**src/rtl/hrrn_scheduler_unit_assert.svh**
```systemverilog
// assertion helpers shared by the scheduler modules
// each check is clocked on clk and held off while rst_n is low
`ifndef HRRN_SCHEDULER_UNIT_ASSERT_SVH
`define HRRN_SCHEDULER_UNIT_ASSERT_SVH

// same-cycle implication
`define HSU_ASSERT_IMPL(lbl, a, c) \
    lbl: assert property (@(posedge clk) disable iff (!rst_n) (a) |-> (c)) \
        else $error("hrrn scheduler check failed");

// next-cycle implication
`define HSU_ASSERT_NEXT(lbl, a, c) \
    lbl: assert property (@(posedge clk) disable iff (!rst_n) (a) |=> (c)) \
        else $error("hrrn scheduler check failed");

`endif

```
**src/rtl/hrrn_pkg.sv**
```systemverilog
package hrrn_pkg;

    // field widths
    localparam int ARR_W   = 16;
    localparam int SVC_W   = 12;
    localparam int TIME_W  = 17;
    localparam int NUM_W   = 5;
    localparam int RATIO_W = TIME_W + 1;
    localparam int PROD_W  = RATIO_W + SVC_W;

    localparam logic [TIME_W-1:0] TIME_MAX = '1;

    localparam int MAX_JOBS_DEF = 16;

    typedef enum logic [2:0] {
        ST_IDLE,
        ST_READ,
        ST_MUL,
        ST_CMP,
        ST_EMIT
    } state_t;

    // controller to datapath
    typedef struct packed {
        logic load;
        logic scan_start;
        logic read;
        logic mul;
        logic cmp;
        logic step;
        logic emit;
    } cmd_t;

    // datapath to controller
    typedef struct packed {
        logic scan_last;
        logic sched_done;
        logic out_free;
    } status_t;

endpackage

```
**src/rtl/hrrn_ram.sv**
```systemverilog
module hrrn_ram #(
    parameter int WIDTH = 8,
    parameter int DEPTH = 16,
    parameter int AW    = (DEPTH > 1) ? $clog2(DEPTH) : 1
) (
    input  logic             clk,
    input  logic             wr_en,
    input  logic [AW-1:0]    wr_addr,
    input  logic [WIDTH-1:0] wr_data,
    input  logic             rd_en,
    input  logic [AW-1:0]    rd_addr,
    output logic [WIDTH-1:0] rd_data
);

    logic [WIDTH-1:0] mem_reg [DEPTH];
    logic [WIDTH-1:0] rd_data_reg;

    // single write port, registered read port
    always_ff @(posedge clk)
    begin
        if (wr_en)
        begin
            mem_reg[wr_addr] <= wr_data;
        end
        if (rd_en)
        begin
            rd_data_reg <= mem_reg[rd_addr];
        end
    end

    assign rd_data = rd_data_reg;

endmodule

```
**src/rtl/hrrn_ctrl.sv**
```systemverilog
module hrrn_ctrl (
    input  logic              clk,
    input  logic              rst_n,
    input  logic              in_valid,
    input  logic              in_last,
    output logic              in_stall,
    output hrrn_pkg::cmd_t    cmd,
    input  hrrn_pkg::status_t status
);

    import hrrn_pkg::*;

    state_t state_reg;
    state_t state_next;

    // state register
    always_ff @(posedge clk or negedge rst_n)
    begin
        if (!rst_n)
        begin
            state_reg <= ST_IDLE;
        end
        else
        begin
            state_reg <= state_next;
        end
    end

    // next state
    always_comb
    begin
        state_next = state_reg;
        case (state_reg)
            ST_IDLE:
            begin
                if (in_valid && in_last)
                begin
                    state_next = ST_READ;
                end
            end
            ST_READ: state_next = ST_MUL;
            ST_MUL:  state_next = ST_CMP;
            ST_CMP:
            begin
                state_next = status.scan_last ? ST_EMIT : ST_READ;
            end
            ST_EMIT:
            begin
                if (status.out_free)
                begin
                    state_next = status.sched_done ? ST_IDLE : ST_READ;
                end
            end
            default: state_next = ST_IDLE;
        endcase
    end

    // commands
    always_comb
    begin
        cmd      = '0;
        in_stall = 1'b1;
        case (state_reg)
            ST_IDLE:
            begin
                in_stall       = 1'b0;
                cmd.load       = in_valid;
                cmd.scan_start = in_valid && in_last;
            end
            ST_READ: cmd.read = 1'b1;
            ST_MUL:  cmd.mul = 1'b1;
            ST_CMP:
            begin
                cmd.cmp  = 1'b1;
                cmd.step = !status.scan_last;
            end
            ST_EMIT:
            begin
                cmd.emit       = status.out_free;
                cmd.scan_start = status.out_free && !status.sched_done;
            end
            default: cmd = '0;
        endcase
    end

`include "hrrn_scheduler_unit_assert.svh"

    // a blocked result waits in place
    `HSU_ASSERT_NEXT(a_emit_hold, state_reg == ST_EMIT && !status.out_free, state_reg == ST_EMIT)
    // products are formed only from freshly read job data
    `HSU_ASSERT_IMPL(a_mul_after_read, state_reg == ST_MUL, $past(state_reg) == ST_READ)
    // end of a scan always leads to a decision
    `HSU_ASSERT_NEXT(a_scan_end, state_reg == ST_CMP && status.scan_last, state_reg == ST_EMIT)

endmodule

```
**src/rtl/hrrn_dp.sv**
```systemverilog
module hrrn_dp #(
    parameter int MAX_JOBS = hrrn_pkg::MAX_JOBS_DEF
) (
    input  logic                         clk,
    input  logic                         rst_n,
    input  logic [hrrn_pkg::ARR_W-1:0]   arrival_time,
    input  logic [hrrn_pkg::SVC_W-1:0]   service_time,
    input  hrrn_pkg::cmd_t               cmd,
    output hrrn_pkg::status_t            status,
    output logic [hrrn_pkg::NUM_W-1:0]   job_number,
    output logic [hrrn_pkg::TIME_W-1:0]  start_time,
    output logic [hrrn_pkg::TIME_W-1:0]  finish_time,
    output logic                         last_result,
    output logic                         out_valid,
    input  logic                         out_stall
);

    import hrrn_pkg::*;

    localparam int IDX_W = (MAX_JOBS > 1) ? $clog2(MAX_JOBS) : 1;
    localparam int CNT_W = $clog2(MAX_JOBS + 1);
    localparam int NUM_X = (IDX_W + 1 > NUM_W) ? IDX_W + 1 : NUM_W;
    localparam int ENT_W = ARR_W + SVC_W;

    // control registers
    logic [CNT_W-1:0]    count_reg, count_next;
    logic [CNT_W-1:0]    done_reg, done_next;
    logic [IDX_W-1:0]    idx_reg, idx_next;
    logic [TIME_W-1:0]   time_reg, time_next;
    logic [MAX_JOBS-1:0] flags_reg, flags_next;
    logic                found_reg, found_next;
    logic                early_found_reg, early_found_next;
    logic                out_valid_reg, out_valid_next;

    // payload registers
    logic [IDX_W-1:0]   best_idx_reg, early_idx_reg, cand_idx_reg;
    logic [ARR_W-1:0]   best_arr_reg, early_arr_reg, cand_arr_reg;
    logic [SVC_W-1:0]   best_svc_reg, early_svc_reg, cand_svc_reg;
    logic [RATIO_W-1:0] best_r_reg, cand_r_reg;
    logic               cand_elig_reg;
    logic [PROD_W-1:0]  lhs_reg, rhs_reg;
    logic [NUM_W-1:0]   num_reg;
    logic [TIME_W-1:0]  start_reg, finish_reg;
    logic               last_reg;

    // job memory
    logic               store_en;
    logic [SVC_W-1:0]   svc_fixed;
    logic [ENT_W-1:0]   rd_data;
    logic [ARR_W-1:0]   rd_arr;
    logic [SVC_W-1:0]   rd_svc;

    // scan datapath
    logic [TIME_W-1:0]  arr_ext;
    logic               unfinished;
    logic               cand_elig;
    logic [RATIO_W-1:0] cand_r;
    logic [PROD_W-1:0]  lhs_full, rhs_full;
    logic               better;
    logic               early_better;

    // decision datapath
    logic [IDX_W-1:0]   pick_idx;
    logic [SVC_W-1:0]   pick_svc;
    logic [TIME_W-1:0]  pick_start;
    logic [RATIO_W-1:0] fin_sum;
    logic [TIME_W-1:0]  fin_time;
    logic [NUM_X-1:0]   num_ext;

    // store a job when there is room, zero service counts as one
    assign store_en  = cmd.load && (count_reg < CNT_W'(MAX_JOBS));
    assign svc_fixed = (service_time == '0) ? SVC_W'(1) : service_time;

    hrrn_ram #(
        .WIDTH (ENT_W),
        .DEPTH (MAX_JOBS),
        .AW    (IDX_W)
    ) u_job_ram (
        .clk     (clk),
        .wr_en   (store_en),
        .wr_addr (count_reg[IDX_W-1:0]),
        .wr_data ({arrival_time, svc_fixed}),
        .rd_en   (cmd.read),
        .rd_addr (idx_reg),
        .rd_data (rd_data)
    );

    assign rd_arr = rd_data[ENT_W-1:SVC_W];
    assign rd_svc = rd_data[SVC_W-1:0];

    // candidate ratio terms, cross products against the current best
    assign arr_ext    = {1'b0, rd_arr};
    assign unfinished = !flags_reg[idx_reg];
    assign cand_elig  = unfinished && (arr_ext <= time_reg);
    assign cand_r     = RATIO_W'(time_reg - arr_ext) + RATIO_W'(rd_svc);
    assign lhs_full   = cand_r * best_svc_reg;
    assign rhs_full   = best_r_reg * rd_svc;
    assign early_better = unfinished && (!early_found_reg || (rd_arr < early_arr_reg));

    // ratio compare, ties to the earlier arrival, then the lower number
    assign better = !found_reg || (lhs_reg > rhs_reg)
                    || ((lhs_reg == rhs_reg) && (cand_arr_reg < best_arr_reg));

    // with nothing arrived, time jumps to the earliest pending job
    assign pick_idx   = found_reg ? best_idx_reg : early_idx_reg;
    assign pick_svc   = found_reg ? best_svc_reg : early_svc_reg;
    assign pick_start = found_reg ? time_reg : {1'b0, early_arr_reg};
    assign fin_sum    = RATIO_W'(pick_start) + RATIO_W'(pick_svc);
    assign fin_time   = (fin_sum > RATIO_W'(TIME_MAX)) ? TIME_MAX : fin_sum[TIME_W-1:0];
    assign num_ext    = NUM_X'(pick_idx) + NUM_X'(1);

    // status to the controller
    assign status.scan_last  = (CNT_W'(idx_reg) + CNT_W'(1)) == count_reg;
    assign status.sched_done = (done_reg + CNT_W'(1)) == count_reg;
    assign status.out_free   = !out_valid_reg || !out_stall;

    // control next values
    always_comb
    begin
        count_next       = count_reg;
        done_next        = done_reg;
        idx_next         = idx_reg;
        time_next        = time_reg;
        flags_next       = flags_reg;
        found_next       = found_reg;
        early_found_next = early_found_reg;
        out_valid_next   = out_valid_reg;

        if (store_en)
        begin
            count_next = count_reg + CNT_W'(1);
            flags_next[count_reg[IDX_W-1:0]] = 1'b0;
        end
        if (!out_stall)
        begin
            out_valid_next = 1'b0;
        end
        if (cmd.mul && early_better)
        begin
            early_found_next = 1'b1;
        end
        if (cmd.cmp && cand_elig_reg && better)
        begin
            found_next = 1'b1;
        end
        if (cmd.step)
        begin
            idx_next = idx_reg + IDX_W'(1);
        end
        if (cmd.emit)
        begin
            out_valid_next = 1'b1;
            if (status.sched_done)
            begin
                count_next = '0;
                done_next  = '0;
                time_next  = '0;
                flags_next = '0;
            end
            else
            begin
                done_next  = done_reg + CNT_W'(1);
                time_next  = fin_time;
                flags_next[pick_idx] = 1'b1;
            end
        end
        if (cmd.scan_start)
        begin
            idx_next         = '0;
            found_next       = 1'b0;
            early_found_next = 1'b0;
        end
    end

    always_ff @(posedge clk or negedge rst_n)
    begin
        if (!rst_n)
        begin
            count_reg       <= '0;
            done_reg        <= '0;
            idx_reg         <= '0;
            time_reg        <= '0;
            flags_reg       <= '0;
            found_reg       <= 1'b0;
            early_found_reg <= 1'b0;
            out_valid_reg   <= 1'b0;
        end
        else
        begin
            count_reg       <= count_next;
            done_reg        <= done_next;
            idx_reg         <= idx_next;
            time_reg        <= time_next;
            flags_reg       <= flags_next;
            found_reg       <= found_next;
            early_found_reg <= early_found_next;
            out_valid_reg   <= out_valid_next;
        end
    end

    // candidate, earliest, best and result payload
    always_ff @(posedge clk)
    begin
        if (cmd.mul)
        begin
            cand_idx_reg  <= idx_reg;
            cand_arr_reg  <= rd_arr;
            cand_svc_reg  <= rd_svc;
            cand_r_reg    <= cand_r;
            cand_elig_reg <= cand_elig;
            lhs_reg       <= lhs_full;
            rhs_reg       <= rhs_full;
            if (early_better)
            begin
                early_idx_reg <= idx_reg;
                early_arr_reg <= rd_arr;
                early_svc_reg <= rd_svc;
            end
        end
        if (cmd.cmp && cand_elig_reg && better)
        begin
            best_idx_reg <= cand_idx_reg;
            best_arr_reg <= cand_arr_reg;
            best_svc_reg <= cand_svc_reg;
            best_r_reg   <= cand_r_reg;
        end
        if (cmd.emit)
        begin
            num_reg    <= num_ext[NUM_W-1:0];
            start_reg  <= pick_start;
            finish_reg <= fin_time;
            last_reg   <= status.sched_done;
        end
    end

    assign job_number  = num_reg;
    assign start_time  = start_reg;
    assign finish_time = finish_reg;
    assign last_result = last_reg;
    assign out_valid   = out_valid_reg;

`include "hrrn_scheduler_unit_assert.svh"

    // a new result never overwrites one still waiting
    `HSU_ASSERT_IMPL(a_emit_room, cmd.emit, !out_valid_reg || !out_stall)
    // stored job count stays within the memory
    `HSU_ASSERT_IMPL(a_count_max, 1'b1, count_reg <= CNT_W'(MAX_JOBS))
    // the final result leaves a fresh job set behind
    `HSU_ASSERT_NEXT(a_set_clear, cmd.emit && status.sched_done, count_reg == '0 && time_reg == '0 && flags_reg == '0)

endmodule

```
**src/rtl/hrrn_scheduler_unit.sv**
```systemverilog
// Highest-response-ratio-next job scheduler. Jobs are loaded one item per cycle, while
// in_stall is low, as (arrival_time, service_time) and numbered from 1 in input order;
// the item with last_item set closes the set and starts a non-preemptive schedule from
// tick 0, after which one result item per job leaves in run order with its number, start
// and finish tick, the final one marked last_result. Each decision walks all N stored jobs
// through the job memory, one read, one cross-multiply and one compare per job. in_stall
// stays high from the last job until the final result has been placed in the output
// register. Up to MAX_JOBS jobs are kept; further jobs of the same set are dropped.
// Times saturate at 131071.
module hrrn_scheduler_unit #(
    parameter int MAX_JOBS = hrrn_pkg::MAX_JOBS_DEF
) (
    input  logic                         clk,
    input  logic                         rst_n,
    input  logic                         in_valid,
    output logic                         in_stall,
    input  logic [hrrn_pkg::ARR_W-1:0]   arrival_time,
    input  logic [hrrn_pkg::SVC_W-1:0]   service_time,
    input  logic                         last_item,
    output logic                         out_valid,
    input  logic                         out_stall,
    output logic [hrrn_pkg::NUM_W-1:0]   job_number,
    output logic [hrrn_pkg::TIME_W-1:0]  start_time,
    output logic [hrrn_pkg::TIME_W-1:0]  finish_time,
    output logic                         last_result
);

    import hrrn_pkg::*;

    cmd_t    cmd;
    status_t status;

    // sequencer
    hrrn_ctrl u_ctrl (
        .clk      (clk),
        .rst_n    (rst_n),
        .in_valid (in_valid),
        .in_last  (last_item),
        .in_stall (in_stall),
        .cmd      (cmd),
        .status   (status)
    );

    // job store, ratio compare and result register
    hrrn_dp #(
        .MAX_JOBS (MAX_JOBS)
    ) u_dp (
        .clk          (clk),
        .rst_n        (rst_n),
        .arrival_time (arrival_time),
        .service_time (service_time),
        .cmd          (cmd),
        .status       (status),
        .job_number   (job_number),
        .start_time   (start_time),
        .finish_time  (finish_time),
        .last_result  (last_result),
        .out_valid    (out_valid),
        .out_stall    (out_stall)
    );

endmodule

```
**config.mk**
```make
export PLATFORM = sky130hd
export DESIGN_NAME = hrrn_scheduler_unit
export DESIGN_NICKNAME = d
export VERILOG_FILES = /design/src/rtl/hrrn_pkg.sv /design/src/rtl/hrrn_ram.sv /design/src/rtl/hrrn_ctrl.sv /design/src/rtl/hrrn_dp.sv /design/src/rtl/hrrn_scheduler_unit.sv
export VERILOG_INCLUDE_DIRS = /design/src /design/src/rtl
export SDC_FILE = /design/constraint.sdc
export NUM_CORES = 2
export LEC_CHECK = 0
export ABC_AREA = 1
export BUFFER_PORTS_ARGS = -buffer_cell sky130_fd_sc_hd__buf_2
export CAP_MARGIN = 20
export CORE_ASPECT_RATIO = 1.25
export CORE_MARGIN = 2
export CORE_UTILIZATION = 30
export DETAILED_ROUTE_END_ITERATION = 6
export PLACE_DENSITY = 0.45
export SLEW_MARGIN = 10
export SYNTH_ARGS = -nofsm -noshare
export SYNTH_HDL_FRONTEND = slang
export SYNTH_SLANG_ARGS = --single-unit
```
**constraint.sdc**
```tcl
create_clock -name clk -period 7.9 [get_ports clk]
set_input_delay 0.395 -clock clk [delete_from_list [all_inputs] [get_ports clk]]
set_output_delay 0.395 -clock clk [all_outputs]
set_load 0.01 [all_outputs]
```
# Word-level counts from Yosys, hierarchy flattened

Memories as Yosys holds them, arrays and structs flattened. A register that Yosys moved wholly into a read port is not among the register bits.
Cells that the tools add are included.

Order comparisons: 11
Equality and inequality tests: 10
Multiply operators: 2
Multiplexer cells: 41
Reductions and logical operators: 29
Bitwise gates (word level): 3
Add/subtract/negate cells: 8

Operators with widths:

| kind                                                                    | number |
|---|---|
| 18-bit by 12-bit multiplier with 30-bit output                          | 2 |
| 17-bit 2-to-1 mux                                                       | 3 |
| 16-bit 2-to-1 mux                                                       | 3 |
| 16-bit < comparator                                                     | 2 |
| 30-bit equality test                                                    | 1 |
| 30-bit > comparator                                                     | 1 |
| 12-bit 2-to-1 mux                                                       | 2 |
| 5-bit 2-to-1 mux                                                        | 4 |
| 17-bit by 12-bit adder with 18-bit output                               | 1 |
| 18-bit by 12-bit adder with 18-bit output                               | 1 |
| 18-bit by 17-bit > comparator with 1-bit output (second input constant) | 1 |
| 17-bit by 16-bit subtractor with 18-bit output                          | 1 |
| 16-bit by 17-bit less-or-equal comparator with 1-bit output             | 1 |
| 1-bit 2-to-1 mux                                                        | 17 |
| 16-bit AND                                                              | 1 |
| 16-bit inverter                                                         | 1 |
| 16-bit bitwise OR                                                       | 1 |
| 4-bit by 5-bit < comparator with 1-bit output (second input constant)   | 3 |
| 3-bit case mux with 5 select lines                                      | 1 |
| 12-bit zero test                                                        | 1 |
| 4-bit 2-to-1 mux                                                        | 3 |
| 1-bit logical AND                                                       | 11 |
| 4-bit by 1-bit adder with 5-bit output (second input constant)          | 2 |
| 5-bit by 1-bit adder with 5-bit output (second input constant)          | 2 |
| 18 further kinds                                                        | 38 |

Memory bits (writable): 448
Bits in registers: 286
Memories kept: 1
Input port bits: 33
Output and inout bits: 42
Logic and storage cells: 132

Memories:

| memory                 | depth | bits a word | rd ports | clocked after memory_dff | wr ports | line           | RTL |
|---|---|---|---|---|---|---|---|
| u_dp.u_job_ram.mem_reg | 16    | 28          | 1        | 1                        | 1        | hrrn_ram.sv:15 | `logic [WIDTH-1:0] mem_reg [DEPTH];` |

# Longest topological paths before layout

Word-level depth: 10
Depth in mapped cells: 36
Mapped depth without buffers: 35

# Modules after synthesis

A second synthesis with hierarchy kept.

Cell total of the unflattened synthesis: 5,125
Area total of the unflattened synthesis: 48,624.1 µm²

By module, submodules not included:

| module    | instances | area an instance (µm²) | cells each | seq. area each (µm²) |
|---|---|---|---|---|
| hrrn_dp   | 1         | 28,328.4               | 3,231      | 8,247.9 |
| hrrn_ram  | 1         | 20,063.0               | 1,858      | 14,293.7 |
| hrrn_ctrl | 1         | 232.7                  | 36         | 75.1 |

# Worst setup path before layout

Ideal clock, no wire load.

Path kind: register to register
From: register u_ctrl.state_reg[0]
To: register u_dp.early_arr_reg[0], enable pin
Library setup time: 432 ps
Cell stages (with the launch flop): 5
Buffers on the path: 0
Slack: -2 ps
Data required time: 7,468 ps
Arrival: 7,470 ps
Clock period less this slack: 7,902 ps
Cell sequence: dfrtp_1 or2_2 nor2_1 nand2_1 a21oi_1

Cells in the longest elaborated chain, start to end: 3

RTL lines:

| element                                        | line            | RTL |
|---|---|---|
| from (decl)                                    | hrrn_ctrl.sv:13 | `state_t state_reg;` |
| from (signal assigned)                         | hrrn_ctrl.sv:25 | `state_reg <= state_next;` |
| 3-bit by 2-bit equality test with 1-bit output | hrrn_ctrl.sv:63 | `case (state_reg)` |
| 1-bit 2-to-1 mux                               | hrrn_ctrl.sv:63 |  |
| 2-bit AND reduction (no source line)           | -               |  |
| to (signal assigned)                           | hrrn_dp.sv:216  | `early_arr_reg <= rd_arr;` |
| to (decl)                                      | hrrn_dp.sv:37   | `logic [ARR_W-1:0] best_arr_reg, early_arr_reg, cand_arr_reg;` |

No other way between the ends.
A chain may end at the register's enable or synchronous reset.

# Worst setup path after layout

From: register u_dp.time_reg[4]
To: register u_dp.lhs_reg[27], data pin

Cells in the longest elaborated chain, start to end: 3

RTL lines:

| element                                        | line           | RTL |
|---|---|---|
| from (decl)                                    | hrrn_dp.sv:29  | `logic [TIME_W-1:0] time_reg, time_next;` |
| from (signal assigned)                         | hrrn_dp.sv:193 | `time_reg <= time_next;` |
| 17-bit by 16-bit subtractor with 18-bit output | hrrn_dp.sv:95  | `assign cand_r = RATIO_W'(time_reg - arr_ext) + RATIO_W'(rd_svc);` |
| 18-bit by 12-bit adder with 18-bit output      | hrrn_dp.sv:95  |  |
| 18-bit by 12-bit multiplier with 30-bit output | hrrn_dp.sv:96  | `assign lhs_full = cand_r * best_svc_reg;` |
| via u_dp.lhs_full[27]                          | hrrn_dp.sv:58  | `logic [PROD_W-1:0] lhs_full, rhs_full;` |
| to (signal assigned)                           | hrrn_dp.sv:211 | `lhs_reg <= lhs_full;` |
| to (decl)                                      | hrrn_dp.sv:41  | `logic [PROD_W-1:0] lhs_reg, rhs_reg;` |

The timed path passes the listed nets, and every way through them passes these cells.

==> results.py <==
metrics = {
    "outcome": {
        "outcome": "finished, final reports clean",
    },
    "drt": {
        "drc_errors": 0,
        "drt_iter0_markers": 1941,
        "wl_met3_um": 4487,
        "route.vias.total": 31768,
        "dr.pass1.iters": 5,
        "wl_per_cell_um": 20.29,
        "drt.antenna.violating_nets": 0,
        "routed.top_layer": "met5",
        "route.met2.wl_um": 71710,
        "viasPerCell": 4.727,
        "drt-total-wl_um": 136400,
        "wl_met1_um": 56180,
    },
    "synthesis": {
        "synth_edf_count": 709,
        "synth_top_area_share_pct": 45.67,
        "synth.area.top_cells": "edfxtp_1 46%, fa_1 14%, ha_1 6.9%",
        "synth_top_cell_by_area": "edfxtp_1",
        "ys_warn_count": 0,
        "avgSynthCellArea_um2": 10.22,
        "netlist-cell-type-count": 48,
        "ys.flop_type": "edfxtp_1",
        "syn_inst": 4562,
        "async_reset_ff_share_pct": 6.955,
        "syn-cell-area_um2": 46620,
        "ys_seq_elements": 762,
        "ys_seq_area_share_pct": 48.52,
        "syn-num-nets": 5184,
    },
    "placed_design": {
        "port_buffers": 74,
        "dp_cells": 6565,
        "gp_congestion": 0.8678,
        "post-dp-hpwl_um": 94560,
    },
    "finish": {
        "drive_gt1_share_pct": 7.518,
        "final_core_util_pct": 33.99,
        "synthToLayoutAreaGrowth_pct": 12.37,
        "largest_register_ff_count": 448,
        "layout_common_cells": "797 x nand2_1, 713 x inv_1, 709 x edfxtp_1, 473 x nor2_1, 374 x o21ai_0",
        "nNetsFinal": 5239,
        "fillCellCount": 15681,
        "layout_commonest_cell": "nand2_1",
        "fin_cells": 6720,
    },
    "timing": {
        "finalSetupViolations": 0,
        "relSlewSlack_pct": 34.88,
        "rsz0062_at_grt": "false",
        "drv_slew": 0,
        "min_period_ns": 7.306,
        "fmax_mhz": 136.9,
        "worstMarginPinSlew_ns": 0.9745,
        "period_share_pct": 92.48,
        "finalSetupTns_ns": 0,
        "fin_skew_ns": 0.03416,
        "hold_viol_final": 0,
    },
    "worst_hold_path": {
        "hold_class": "in2reg",
        "min_from": "arrival_time[7]",
    },
    "clocking": {
        "clkLatencyLatePin_ns": 0.69,
        "numCtsBuffers": 85,
        "cts_setup_buffers": 0,
        "htreeDepth": 3,
        "root_buffer": "clkbuf_16",
        "clock-sinks": 762,
        "ctsLongestPathBuffers": 3,
        "cts_tree": "built",
        "clkTransAtPathRegs_ns": 0.06,
    },
    "worst_setup_path": {
        "critical-path-slowest-cell": "fa_1",
        "worstSetupStartpointType": "flip-flop",
        "critPathMostFrequentCell": "fa_1",
        "crit-reg2reg-launch": "u_dp.time_reg[4]",
        "worstPathArrival_ns": 7.75,
        "max_stage_delay_ns": 0.58,
        "cp_data_required_time_ns": 8.34,
        "cp_max_fo": 7,
        "cp-end-kind": "flip-flop",
        "path_class": "reg2reg",
        "startpoint": "u_dp.time_reg[4]",
    },
    "floorplan": {
        "start_util_pct": 30.25,
        "die_area_um2": 158600,
        "die_h_um": 444.7,
        "fp.coreArea_um2": 154100,
        "core.rowCount": 161,
        "ios": 75,
        "die_x_um": 356.6,
    },
    "power": {
        "max-vdd-ir-drop_v": 0.0001813,
        "p_switching_uw": 1744,
        "p_int_uw": 6726,
        "p_seq_share_pct": 51.8,
        "switching_share_pct": 20.59,
        "powerDensity_nw_per_um2": 161.7,
        "combPwrFrac_pct": 0.6,
        "pwr-share-clk_pct": 47.6,
        "leakagePower_uw": 0.02231,
    },
    "grt": {
        "track_usage_pct": 17.36,
        "grt_pass1_vias": 33113,
        "grt_start_max_net_pins": 107,
        "grt_pass1_wl_um": 207200,
        "grt_overflow": 0,
        "antenna_found_initial": 15,
    },
    "job": {
        "max-cap-violations": 0,
    },
}
power groups by stage:
| stage | combinational (uW) | sequential, uW | clock (uW) |
|---|---|---|---|
| detailed placement | 49.5 | 4470 | 0 |
| floorplan | 10.9 | 4470 | 0 |
| CTS | 50.4 | 4390 | 4150 |
| global placement | 49.4 | 4470 | 0 |
| finish | 49.1 | 4390 | 4030 |
| global route | 56.0 | 4380 | 4290 |
worst paths after layout:
kind	end	slack, ns	depth (start not counted)
min reg2reg	u_dp.best_svc_reg[0]	0.40	0
min in group asynchronous	u_dp.time_reg[11]	0.42	3
max reg2reg	u_dp.lhs_reg[27]	0.59	26
min	u_dp.u_job_ram.mem_reg[0][19]	0.08	1
max	u_dp.lhs_reg[27]	0.59	26
max in group asynchronous	u_dp.idx_reg[1]	6.86	3
critical path: cells and delay by family (launching register included):
kind	cells	cell delay [ns]
buf+inv	4	0.24
compound gates	3	0.74
simple gates	11	2.00
fa+ha+maj	8	3.66
flops	1	0.44
metal layers:
layer  up-vias  global-route usage [%]
met5         -                       0
met4        10                   5.385
met2       560                   32.14
met3       209                   1.965
met1     15907                   20.83
li1      15082                       -
logic make-up (layout without fill, tap and decap cells):
family / after synthesis / in the layout / synth area share (%)
flip-flops: 762 / 762 / 48.52
AO/OA/AOI/OAI: 733 / 733 / 8.519
AND/OR/NAND/NOR: 1492 / 1492 / 12.83
adder cells (fa/ha/maj): 589 / 589 / 21.17
buffers and inverters: 916 / 1036 / 7.491
XOR/XNOR: 70 / 70 / 1.476
other: 0 / 1 / 0
timing repair:
item                                   4_1_cts  5_1_grt
gates resized for setup                      0        0
hold buffers                                 2        0
endpoints found under the hold margin       55        0
cell type report:
class / instances / area, um2 / share of cell area (%)
multi-input cells: 2884 / 20650 / 39.43
diodes: 1 / 2.502 / 0.004777
flip-flops and latches: 762 / 22630 / 43.20
well taps: 2037 / 2549 / 4.866
clock buffers: 108 / 2255 / 4.304
repair buffers: 153 / 988.4 / 1.887
inverters: 731 / 2750 / 5.250
clock inverters: 44 / 558.0 / 1.065
cell usage after synthesis, types with 13 or more instances:
| cell type | count |
|---|---|
| o22ai_1 | 131 |
| fa_1 | 333 |
| a21oi_1 | 137 |
| o21ai_0 | 374 |
| inv_2 | 13 |
| xor2_1 | 44 |
| nor2_1 | 490 |
| xnor2_1 | 19 |
| edfxtp_1 | 709 |
| nand2_1 | 797 |
| nand2_2 | 16 |
| ha_1 | 256 |
| nand3_1 | 116 |
| inv_1 | 717 |
| nor3_1 | 16 |
| o21ai_1 | 39 |
| nand4_1 | 21 |
| clkbuf_1 | 151 |
| dfrtp_1 | 53 |
| buf_2 | 22 |
stage by stage:
step / total power [uW] / hold slack (ns) / instance area [um2] / setup slack (ns)
after floorplan: 4482 / 0.09941 / 46620 / 1.023
after global placement: 4520 / 0.4016 / 49530 / 0.6259
after detailed placement: 4520 / 0.4045 / 49550 / 0.6119
after CTS: 8583 / 0.02333 / 52380 / 0.5834
after global routing: 8728 / 0.06661 / 52380 / 0.1852
final: 8469 / 0.08183 / 52380 / 0.5944
Note: power is estimated with default switching activity, not from simulation.
